===== src/rtl/ffba_pkg.sv =====
package ffba_pkg;

	localparam int MAX_BLOCKS_DEF = 16;
	localparam int ADDR_BITS_DEF  = 24;
	localparam int POOL_RESET     = 262144;
	localparam int GRAIN_MASK     = 2047;

	localparam logic REQ_ALLOC = 1'b0;
	localparam logic REQ_FREE  = 1'b1;

	typedef enum logic {
		ALU_ADD = 1'b0,
		ALU_SUB = 1'b1
	} alu_op_t;

endpackage


===== src/rtl/ffba_req_if.sv =====
interface ffba_req_if #(
	parameter int FW = ffba_pkg::ADDR_BITS_DEF + 1
);
	logic          valid;
	logic          ready;
	logic          req_type;
	logic [FW-1:0] request_size;
	logic [FW-1:0] release_address;

	modport source (output valid, req_type, request_size, release_address, input ready);
	modport sink   (input valid, req_type, request_size, release_address, output ready);
endinterface


===== src/rtl/ffba_rsp_if.sv =====
interface ffba_rsp_if #(
	parameter int FW = ffba_pkg::ADDR_BITS_DEF + 1
);
	logic          valid;
	logic          ready;
	logic          success;
	logic [FW-1:0] block_address;
	logic [FW-1:0] block_size;

	modport source (output valid, success, block_address, block_size, input ready);
	modport sink   (input valid, success, block_address, block_size, output ready);
endinterface


===== src/rtl/first_fit_block_allocator.sv =====
// first fit block allocator, table of MAX_BLOCKS entries in a one-port-read memory
// allocate: scan; on a split shift later entries up and add the remainder; write entry
// free: scan for the address; merge free right then left neighbours; write the entry
// S_FIN waits while a result is held unaccepted on rsp; one request in flight
// async reset: pool_size 262144 (capped at 2^ADDR_BITS), one free block, no result
module first_fit_block_allocator #(
	parameter int MAX_BLOCKS = ffba_pkg::MAX_BLOCKS_DEF,
	parameter int ADDR_BITS  = ffba_pkg::ADDR_BITS_DEF
) (
	input  logic             clk,
	input  logic             arst_n,
	input  logic             cfg_we,
	input  logic [ADDR_BITS:0] cfg_wdata,
	ffba_req_if.sink         req,
	ffba_rsp_if.source       rsp
);

	localparam int FW = ADDR_BITS + 1;
	localparam int AW = FW + 1;
	localparam int CW = $clog2(MAX_BLOCKS + 1);
	localparam int IW = (MAX_BLOCKS > 1) ? $clog2(MAX_BLOCKS) : 1;
	localparam int EW = 1 + 2 * FW;
	localparam logic [FW-1:0] POOL_LIMIT = {1'b1, {ADDR_BITS{1'b0}}};
	localparam logic [FW-1:0] POOL_RST =
		(longint'(ffba_pkg::POOL_RESET) > (longint'(1) << ADDR_BITS)) ?
		POOL_LIMIT : FW'(ffba_pkg::POOL_RESET);
	localparam logic [CW-1:0] MAX_CNT = CW'(MAX_BLOCKS);
	localparam logic [AW-1:0] GRAIN   = AW'(ffba_pkg::GRAIN_MASK);

	typedef enum logic [13:0] {
		S_IDLE   = 14'h0001,
		S_RD     = 14'h0002,
		S_CHK    = 14'h0004,
		S_SH_RD  = 14'h0008,
		S_SH_WR  = 14'h0010,
		S_SPLIT  = 14'h0020,
		S_RN_RD  = 14'h0040,
		S_RN_CHK = 14'h0080,
		S_RM_RD  = 14'h0100,
		S_RM_WR  = 14'h0200,
		S_LN     = 14'h0400,
		S_LN_CHK = 14'h0800,
		S_WR     = 14'h1000,
		S_FIN    = 14'h2000
	} state_t;

	state_t        state_q;
	logic [CW-1:0] count_q;
	logic [CW-1:0] idx_q;
	logic [CW-1:0] j_q;
	logic          left_q;
	logic          out_valid_q;
	logic [FW-1:0] pool_q;

	logic          type_q;
	logic [AW-1:0] need_q;
	logic [FW-1:0] addr_q;
	logic [FW-1:0] cur_off_q;
	logic [FW-1:0] cur_size_q;
	logic          cur_used_q;
	logic [FW-1:0] rem_q;
	logic          ok_q;
	logic          res_ok_q;
	logic [FW-1:0] res_addr_q;
	logic [FW-1:0] res_size_q;

	logic [CW-1:0] idx_p1;
	logic [CW-1:0] idx_m1;
	logic [CW-1:0] j_p1;
	logic [CW-1:0] j_m1;
	logic [CW-1:0] cnt_m1;

	ffba_pkg::alu_op_t alu_op;
	logic [AW-1:0]     alu_a;
	logic [AW-1:0]     alu_b;
	logic [AW-1:0]     alu_res;
	logic              alu_borrow;
	logic              alu_zero;

	logic [IW-1:0] rd_addr;
	logic [EW-1:0] rd_data;
	logic          wr_en;
	logic [IW-1:0] wr_addr;
	logic [EW-1:0] wr_data;

	logic          e_used;
	logic [FW-1:0] e_off;
	logic [FW-1:0] e_size;
	logic          fit;
	logic          split;
	logic          match;
	logic          slot_free;

	assign idx_p1 = idx_q + CW'(1);
	assign idx_m1 = idx_q - CW'(1);
	assign j_p1   = j_q + CW'(1);
	assign j_m1   = j_q - CW'(1);
	assign cnt_m1 = count_q - CW'(1);

	assign e_used = rd_data[EW-1];
	assign e_off  = rd_data[2*FW-1:FW];
	assign e_size = rd_data[FW-1:0];

	assign fit       = !e_used && !alu_borrow;
	assign split     = !alu_zero && (count_q < MAX_CNT);
	assign match     = alu_zero;
	assign slot_free = !out_valid_q || rsp.ready;

	ffba_alu #(
		.W (AW)
	) u_alu (
		.op     (alu_op),
		.a      (alu_a),
		.b      (alu_b),
		.res    (alu_res),
		.borrow (alu_borrow),
		.zero   (alu_zero)
	);

	ffba_table #(
		.DEPTH (MAX_BLOCKS),
		.FW    (FW)
	) u_table (
		.clk       (clk),
		.arst_n    (arst_n),
		.reload    (cfg_we),
		.dflt_size (pool_q),
		.rd_addr   (rd_addr),
		.rd_data   (rd_data),
		.wr_en     (wr_en),
		.wr_addr   (wr_addr),
		.wr_data   (wr_data)
	);

	always_comb begin
		alu_op  = ffba_pkg::ALU_SUB;
		alu_a   = '0;
		alu_b   = '0;
		rd_addr = idx_q[IW-1:0];
		wr_en   = 1'b0;
		wr_addr = idx_q[IW-1:0];
		wr_data = {cur_used_q, cur_off_q, cur_size_q};
		case (state_q)
			S_IDLE: begin
				alu_op = ffba_pkg::ALU_ADD;
				alu_a  = {1'b0, req.request_size};
				alu_b  = GRAIN;
			end
			S_CHK: begin
				if (type_q == ffba_pkg::REQ_FREE) begin
					alu_a = {1'b0, e_off};
					alu_b = {1'b0, addr_q};
				end else begin
					alu_a = {1'b0, e_size};
					alu_b = need_q;
				end
			end
			S_SH_RD: rd_addr = j_m1[IW-1:0];
			S_SH_WR: begin
				wr_en   = 1'b1;
				wr_addr = j_q[IW-1:0];
				wr_data = rd_data;
			end
			S_SPLIT: begin
				alu_op  = ffba_pkg::ALU_ADD;
				alu_a   = {1'b0, cur_off_q};
				alu_b   = need_q;
				wr_en   = 1'b1;
				wr_addr = idx_p1[IW-1:0];
				wr_data = {1'b0, alu_res[FW-1:0], rem_q};
			end
			S_RN_RD: rd_addr = idx_p1[IW-1:0];
			S_RN_CHK: begin
				alu_op = ffba_pkg::ALU_ADD;
				alu_a  = {1'b0, cur_size_q};
				alu_b  = {1'b0, e_size};
			end
			S_RM_RD: rd_addr = j_p1[IW-1:0];
			S_RM_WR: begin
				wr_en   = 1'b1;
				wr_addr = j_q[IW-1:0];
				wr_data = rd_data;
			end
			S_LN: rd_addr = idx_m1[IW-1:0];
			S_LN_CHK: begin
				alu_op = ffba_pkg::ALU_ADD;
				alu_a  = {1'b0, e_size};
				alu_b  = {1'b0, cur_size_q};
			end
			S_WR: wr_en = 1'b1;
			default: ;
		endcase
	end

	always_ff @(posedge clk or negedge arst_n) begin
		if (!arst_n) begin
			state_q     <= S_IDLE;
			count_q     <= CW'(1);
			idx_q       <= '0;
			j_q         <= '0;
			left_q      <= 1'b0;
			out_valid_q <= 1'b0;
			pool_q      <= POOL_RST;
		end else begin
			if (cfg_we) begin
				pool_q  <= (cfg_wdata > POOL_LIMIT) ? POOL_LIMIT : cfg_wdata;
				count_q <= CW'(1);
			end
			out_valid_q <= ((state_q == S_FIN) && slot_free) || (out_valid_q && !rsp.ready);
			case (state_q)
				S_IDLE: begin
					if (req.valid) begin
						idx_q   <= '0;
						state_q <= S_RD;
					end
				end
				S_RD: state_q <= (idx_q == count_q) ? S_FIN : S_CHK;
				S_CHK: begin
					if (type_q == ffba_pkg::REQ_FREE) begin
						if (match) begin
							state_q <= (idx_p1 < count_q) ? S_RN_RD : S_LN;
						end else begin
							idx_q   <= idx_p1;
							state_q <= S_RD;
						end
					end else if (fit) begin
						if (split) begin
							j_q     <= count_q;
							state_q <= S_SH_RD;
						end else begin
							state_q <= S_WR;
						end
					end else begin
						idx_q   <= idx_p1;
						state_q <= S_RD;
					end
				end
				S_SH_RD: state_q <= (j_q == idx_p1) ? S_SPLIT : S_SH_WR;
				S_SH_WR: begin
					j_q     <= j_m1;
					state_q <= S_SH_RD;
				end
				S_SPLIT: begin
					count_q <= count_q + CW'(1);
					state_q <= S_WR;
				end
				S_RN_RD: state_q <= S_RN_CHK;
				S_RN_CHK: begin
					if (!e_used) begin
						j_q     <= idx_p1;
						left_q  <= 1'b0;
						state_q <= S_RM_RD;
					end else begin
						state_q <= S_LN;
					end
				end
				S_RM_RD: begin
					if (j_q == cnt_m1) begin
						count_q <= cnt_m1;
						state_q <= left_q ? S_WR : S_LN;
					end else begin
						state_q <= S_RM_WR;
					end
				end
				S_RM_WR: begin
					j_q     <= j_p1;
					state_q <= S_RM_RD;
				end
				S_LN: state_q <= (idx_q == '0) ? S_WR : S_LN_CHK;
				S_LN_CHK: begin
					if (!e_used) begin
						j_q     <= idx_q;
						idx_q   <= idx_m1;
						left_q  <= 1'b1;
						state_q <= S_RM_RD;
					end else begin
						state_q <= S_WR;
					end
				end
				S_WR: state_q <= S_FIN;
				S_FIN: begin
					if (slot_free) begin
						state_q <= S_IDLE;
					end
				end
				default: state_q <= S_IDLE;
			endcase
		end
	end

	always_ff @(posedge clk) begin
		case (state_q)
			S_IDLE: begin
				if (req.valid) begin
					type_q <= req.req_type;
					need_q <= alu_res & ~GRAIN;
					addr_q <= req.release_address;
					ok_q   <= 1'b0;
				end
			end
			S_CHK: begin
				cur_off_q  <= e_off;
				cur_size_q <= e_size;
				cur_used_q <= e_used;
				if (type_q == ffba_pkg::REQ_FREE) begin
					if (match) begin
						ok_q       <= 1'b1;
						cur_used_q <= 1'b0;
					end
				end else if (fit) begin
					ok_q       <= 1'b1;
					cur_used_q <= 1'b1;
					if (split) begin
						cur_size_q <= need_q[FW-1:0];
						rem_q      <= alu_res[FW-1:0];
					end
				end
			end
			S_RN_CHK: begin
				if (!e_used) begin
					cur_size_q <= alu_res[FW-1:0];
				end
			end
			S_LN_CHK: begin
				if (!e_used) begin
					cur_size_q <= alu_res[FW-1:0];
					cur_off_q  <= e_off;
					cur_used_q <= e_used;
				end
			end
			S_FIN: begin
				if (slot_free) begin
					res_ok_q <= ok_q;
					if (ok_q && type_q == ffba_pkg::REQ_ALLOC) begin
						res_addr_q <= cur_off_q;
						res_size_q <= cur_size_q;
					end else begin
						res_addr_q <= '0;
						res_size_q <= '0;
					end
				end
			end
			default: ;
		endcase
	end

	assign req.ready         = (state_q == S_IDLE);
	assign rsp.valid         = out_valid_q;
	assign rsp.success       = res_ok_q;
	assign rsp.block_address = res_addr_q;
	assign rsp.block_size    = res_size_q;

endmodule


===== src/rtl/ffba_alu.sv =====
module ffba_alu #(
	parameter int W = ffba_pkg::ADDR_BITS_DEF + 2
) (
	input  ffba_pkg::alu_op_t op,
	input  logic [W-1:0]      a,
	input  logic [W-1:0]      b,
	output logic [W-1:0]      res,
	output logic              borrow,
	output logic              zero
);

	logic [W:0] sum;

	always_comb begin
		case (op)
			ffba_pkg::ALU_ADD: sum = {1'b0, a} + {1'b0, b};
			ffba_pkg::ALU_SUB: sum = {1'b0, a} - {1'b0, b};
			default:           sum = '0;
		endcase
	end

	assign res    = sum[W-1:0];
	assign borrow = sum[W];
	assign zero   = (sum == '0);

endmodule


===== src/rtl/ffba_table.sv =====
module ffba_table #(
	parameter int DEPTH = ffba_pkg::MAX_BLOCKS_DEF,
	parameter int FW    = ffba_pkg::ADDR_BITS_DEF + 1,
	localparam int IW   = (DEPTH > 1) ? $clog2(DEPTH) : 1,
	localparam int EW   = 1 + 2 * FW
) (
	input  logic          clk,
	input  logic          arst_n,
	input  logic          reload,
	input  logic [FW-1:0] dflt_size,
	input  logic [IW-1:0] rd_addr,
	output logic [EW-1:0] rd_data,
	input  logic          wr_en,
	input  logic [IW-1:0] wr_addr,
	input  logic [EW-1:0] wr_data
);

	logic [EW-1:0] mem [DEPTH];
	logic [EW-1:0] rd_q;
	logic          e0_written_q;
	logic          sel_dflt_q;

	// entry 0 reads as the reload value until written
	always_ff @(posedge clk or negedge arst_n) begin
		if (!arst_n) begin
			e0_written_q <= 1'b0;
			sel_dflt_q   <= 1'b0;
		end else begin
			sel_dflt_q <= (rd_addr == '0) && !e0_written_q;
			if (reload) begin
				e0_written_q <= 1'b0;
			end else if (wr_en && wr_addr == '0) begin
				e0_written_q <= 1'b1;
			end
		end
	end

	always_ff @(posedge clk) begin
		if (wr_en) begin
			mem[wr_addr] <= wr_data;
		end
		rd_q <= mem[rd_addr];
	end

	assign rd_data = sel_dflt_q ? {1'b0, {FW{1'b0}}, dflt_size} : rd_q;

endmodule

===== src/flat_wrapper.sv =====
// flat-port wrapper written by rule: the top's interface ports become plain ports
module first_fit_block_allocator_flat 
#(
	parameter int MAX_BLOCKS = ffba_pkg::MAX_BLOCKS_DEF,
	parameter int ADDR_BITS  = ffba_pkg::ADDR_BITS_DEF
)
  (clk, arst_n, cfg_we, cfg_wdata, req_valid, req_req_type, req_request_size, req_release_address, req_ready, rsp_valid, rsp_success, rsp_block_address, rsp_block_size, rsp_ready);
  ffba_req_if req_i ();
  ffba_rsp_if rsp_i ();
  input  logic clk;
  input  logic arst_n;
  input  logic cfg_we;
  input  logic [ADDR_BITS:0] cfg_wdata;
  input wire logic [$bits(req_i.valid)-1:0] req_valid;
  input wire logic [$bits(req_i.req_type)-1:0] req_req_type;
  input wire logic [$bits(req_i.request_size)-1:0] req_request_size;
  input wire logic [$bits(req_i.release_address)-1:0] req_release_address;
  output wire logic [$bits(req_i.ready)-1:0] req_ready;
  output wire logic [$bits(rsp_i.valid)-1:0] rsp_valid;
  output wire logic [$bits(rsp_i.success)-1:0] rsp_success;
  output wire logic [$bits(rsp_i.block_address)-1:0] rsp_block_address;
  output wire logic [$bits(rsp_i.block_size)-1:0] rsp_block_size;
  input wire logic [$bits(rsp_i.ready)-1:0] rsp_ready;
  assign req_i.valid = req_valid;
  assign req_i.req_type = req_req_type;
  assign req_i.request_size = req_request_size;
  assign req_i.release_address = req_release_address;
  assign req_ready = req_i.ready;
  assign rsp_valid = rsp_i.valid;
  assign rsp_success = rsp_i.success;
  assign rsp_block_address = rsp_i.block_address;
  assign rsp_block_size = rsp_i.block_size;
  assign rsp_i.ready = rsp_ready;
  first_fit_block_allocator #(.MAX_BLOCKS(MAX_BLOCKS), .ADDR_BITS(ADDR_BITS)) u_core (.clk(clk), .arst_n(arst_n), .cfg_we(cfg_we), .cfg_wdata(cfg_wdata), .req(req_i), .rsp(rsp_i));
endmodule

===== config.mk =====
export PLATFORM = sky130hd
export DESIGN_NAME = first_fit_block_allocator_flat
export DESIGN_NICKNAME = d
export VERILOG_FILES = /design/src/rtl/ffba_pkg.sv /design/src/rtl/ffba_req_if.sv /design/src/rtl/ffba_rsp_if.sv /design/src/rtl/first_fit_block_allocator.sv /design/src/rtl/ffba_alu.sv /design/src/rtl/ffba_table.sv /design/src/flat_wrapper.sv
export SDC_FILE = /design/constraint.sdc
export NUM_CORES = 2
export LEC_CHECK = 0
export BUFFER_PORTS_ARGS = -buffer_cell sky130_fd_sc_hd__buf_2
export CORE_MARGIN = 5
export CORE_UTILIZATION = 55
export DETAILED_ROUTE_END_ITERATION = 16
export PLACE_DENSITY = 0.68
export SYNTH_ARGS = -nofsm -noshare
export SYNTH_HDL_FRONTEND = slang
export SYNTH_SLANG_ARGS = --single-unit

===== constraint.sdc =====
create_clock -name clk -period 7.12 [get_ports clk]
set_input_delay 0.712 -clock clk [delete_from_list [all_inputs] [get_ports clk]]
set_output_delay 0.712 -clock clk [all_outputs]
set_load 0.02 [all_outputs]

==> reports/qor.csv <==
stage,metric,value,unit
detailed_routing,Final ANT Viol Nets,0,
pwr,Worst VDD drop,0.0003230,V
final_layout,Area Growth Syn to Fin,11.99,%
timing,Post-Route Setup TNS,0,ns
global_route,global-route wire length before repair,207700,um
final_layout,number of fill cells in the layout,6881,
logic_synthesis,Synth Flop Type,edfxtp_1,
detailed_routing,Iter 0 DRT Violations,4406,
timing,Clock Skew,0.04164,ns
timing,f_max,149.6,MHz
cts,TritonCTS Sinks,1094,
timing,Setup Viol. Count Final,0,
worst_setup_path,Worst EP arrival,7.23,ns
cts,CTS buffer count,109,
logic_synthesis,mux share of post-synthesis cell area,1.259,%
pwr,Design Power,0.01929,W
cts,clock-pin transition on the worst setup and hold timing paths,0.06,ns
timing,RSZ-0062 raised after global routing,no,
final_layout,Multi-input gate area,15500,um2
worst_setup_path,Top delay family on crit path,compound AO/OA/AOI/OAI gates,
floorplanning,num rows,109,
global_route,largest net degree at the start of global routing,152,
worst_hold_path,min-delay worst type,input pin to async pin,
final_layout,nets@finish,4194,
logic_synthesis,Synth Register Bits,1094,
detailed_routing,Vias,33820,
logic_synthesis,Compound-Gate Fraction of Synth Area,14.81,%
cts,htree depth,3,
final_layout,"most common cell after layout, fill and taps aside",edfxtp_1,
floorplanning,area of the die,94950,um2
worst_setup_path,crit-path max FO,23,
outcome,outcome,"complete, no violations",
logic_synthesis,Synth area leader,edfxtp_1,
logic_synthesis,average size of a mapped cell,12.32,um2
global_route,initial antenna violation count,11,
logic_synthesis,Mapped Area,48890,um2
cts,clk buf depth,3,
logic_synthesis,Post-synth EDFFs,985,
pwr,Leak,19.03,nW
logic_synthesis,Synth async-reset ratio,5.302,%
global_route,GRT Util Overall,29.07,%
logic_synthesis,simple-gate share of the synthesized area,12.31,%
floorplanning,Initial Util,55.32,%
timing,final-report hold violation count,0,
detailed_routing,drt wl/cell,26.63,um
final_layout,Final Util,61.95,%
final_layout,most frequent cells in the layout,"edfxtp_1, nand2_1, a211oi_1",
timing,Slew Limit Fails,0,
global_route,GRT overflow,0,
logic_synthesis,largest family of logic cells by synthesized area,compound AO/OA/AOI/OAI gates,
floorplanning,core area,88370,um2
cts,root buffer cell,clkbuf_16,
place,pre-CTS setup slack,0.5496,ns
floorplanning,I/O pins,134,
cts,Clock Latency Late Sink,0.73,ns
detailed_routing,routed vias/inst,6.363,
worst_setup_path,Crit path largest cell delay,0.71,ns
pwr,power density over the cells,352.2,nW/um2
timing,Worst-Margin Slew,1.337,ns
cts,# hold bufs at CTS,0,
logic_synthesis,Adder-Cell Fraction of Synth Area,1.643,%
timing,Worst slew margin,10.44,%
logic_synthesis,Yosys warnings,0,
worst_setup_path,Setup crit end kind,flip-flop,
worst_setup_path,WP data required,7.66,ns
final_layout,register area,32060,um2
place,port bufs,133,
detailed_routing,DRC Markers,0,
floorplanning,die span in y,308.1,um
worst_setup_path,Worst Path Buf+Inv,4,
logic_synthesis,Synth cell types,94,
floorplanning,die width,308.1,um
logic_synthesis,top area cells in the synthesized netlist,"edfxtp_1, nand2_1, a211oi_1, dfrtp_1, and2_1",
logic_synthesis,Post-Synth XOR/XNOR Area,1.147,%
worst_setup_path,"Cell Chain, Critical Path","nor4_1, buf_4, and4_1, nand3b_1, clkinv_1, and2_2, buf_4, a221oi_1, ha_1, nand2b_1, a21oi_1, o211ai_1, a211o_1, a21boi_0, xnor2_1, nand3_1, a211oi_1, and4_4, or3_4, buf_4, a21oi_1, a21oi_1",
worst_setup_path,critical path class,flip-flop to flip-flop,
detailed_routing,routed wire length,141600,um
timing,PnR worst setup slack,0.4337,ns
worst_setup_path,Startpoint Class,flip-flop,
logic_synthesis,Syn Nets,4112,
place,global placer's final weighted congestion,0.9754,
cts,CTS tree,built,
logic_synthesis,cell count after synthesis,3968,
timing,Final min period,6.686,ns
detailed_routing,DRT Pass-1 Iters,7,
logic_synthesis,post-synth top area share,60.50,%
global_route,vias in the first global route,31660,
logic_synthesis,register area share after synthesis,65.57,%
final_layout,share of layout cells above drive strength 1,12.20,%
worst_setup_path,Reg2Reg Depth,22,
run,maxcap violations,0,
place,HPWL after detailed placement,89870,um
worst_setup_path,CP Depth,22,
timing,final worst-path cycle share,93.91,%
worst_setup_path,Critical-path top delay cell,a221oi_1,
sequential cells by signal, indices dropped and copies added, names as in the netlist, 5 cells and up:
name,count
u_core.u_table.mem,816
u_core.u_table.rd_q,51
u_core.addr_q,25
u_core.cur_off_q,25
u_core.cur_size_q,25
u_core.pool_q,25
u_core.rem_q,25
u_core.rsp.block_address,25
u_core.rsp.block_size,25
u_core.need_q,15
u_core.state_q,14
u_core.count_q,5
u_core.idx_q,5
u_core.j_q,5
cells in the mapped netlist (all sizes together) (33+ instances only):
cell type  instances
nor2             111
dfxtp             51
o211ai            38
xnor2             40
clkbuf           199
nand3             52
edfxtp           985
a22oi             45
o21ai            112
ha                61
buf               77
and2             263
dfrtp             55
a211oi           266
nand2            673
mux2i             33
a311oi           104
nor2b             35
a31oi            110
inv              100
a221oi            36
a21oi            211
where the power goes:
group / internal (W) / switching, W / leakage [nW]
combinational: 0.00193 / 0.00374 / 7.18
clock: 0.00329 / 0.00250 / 1.77
sequential: 0.00753 / 0.000303 / 10.1
worst paths after layout:
path | end | start | slack (ns)
worst max-delay path | u_core.cur_size_q[1] | u_core.state_q[7] | 0.43
worst min-delay path | u_core.pool_q[7] | arst_n | 0.16
worst max register to register | u_core.cur_size_q[1] | u_core.state_q[7] | 0.43
worst min register to register | u_core.u_table.sel_dflt_q | u_core.u_table.e0_written_q | 0.43
max in group asynchronous | u_core.pool_q[20] | arst_n | 6.30
min in group clk | u_core.addr_q[2] | req_release_address[2] | 0.16
area by class of cell:
type,count,area share (%)
Inverter,101,0.6924
Antenna cell,3,0.01371
Clock inverter,65,1.243
Tap cell,1165,2.662
Timing Repair Buffer,247,3.122
Clock buffer,143,5.416
Multi-Input combinational cell,2497,28.30
Sequential cell,1094,58.55
through the flow:
| step | hold WS (ns) | instances | instance area (um2) |
|---|---|---|---|
| after floorplan | 0.4086 | 3968 | 48890 |
| after global placement | 0.4106 | 5104 | 51090 |
| after detailed placement | 0.4235 | 5104 | 51090 |
| after CTS | 0.1255 | 5312 | 54740 |
| after global routing | 0.1378 | 5312 | 54740 |
| final | 0.1634 | 5315 | 54750 |
cell families (layout without fill, tap and decap cells):
family / after synthesis / in the layout
flip-flops: 1094 / 1094
buffers and inverters: 377 / 556
other: 0 / 3
AND/OR/NAND/NOR: 1269 / 1269
adder cells (fa/ha/maj): 63 / 63
XOR/XNOR: 64 / 64
multiplexers: 58 / 58
AO/OA/AOI/OAI: 1043 / 1043
timing repair:
action / 4_1_cts / 5_1_grt
gates resized for setup: 0 / 1
setup buffers: 0 / 0
endpoints found under the setup margin: 0 / 1
routing by layer:
metal | vias to the layer above | GRT usage, % | wire length, um
li1 | 15150 | - | -
met1 | 16660 | 43.25 | 58900
met2 | 1734 | 44.45 | 63870
met3 | 271 | 4.415 | 13680
met4 | 4 | 9.783 | 5075
met5 | - | 0 | 26
Power figures use the tool's default switching activity.
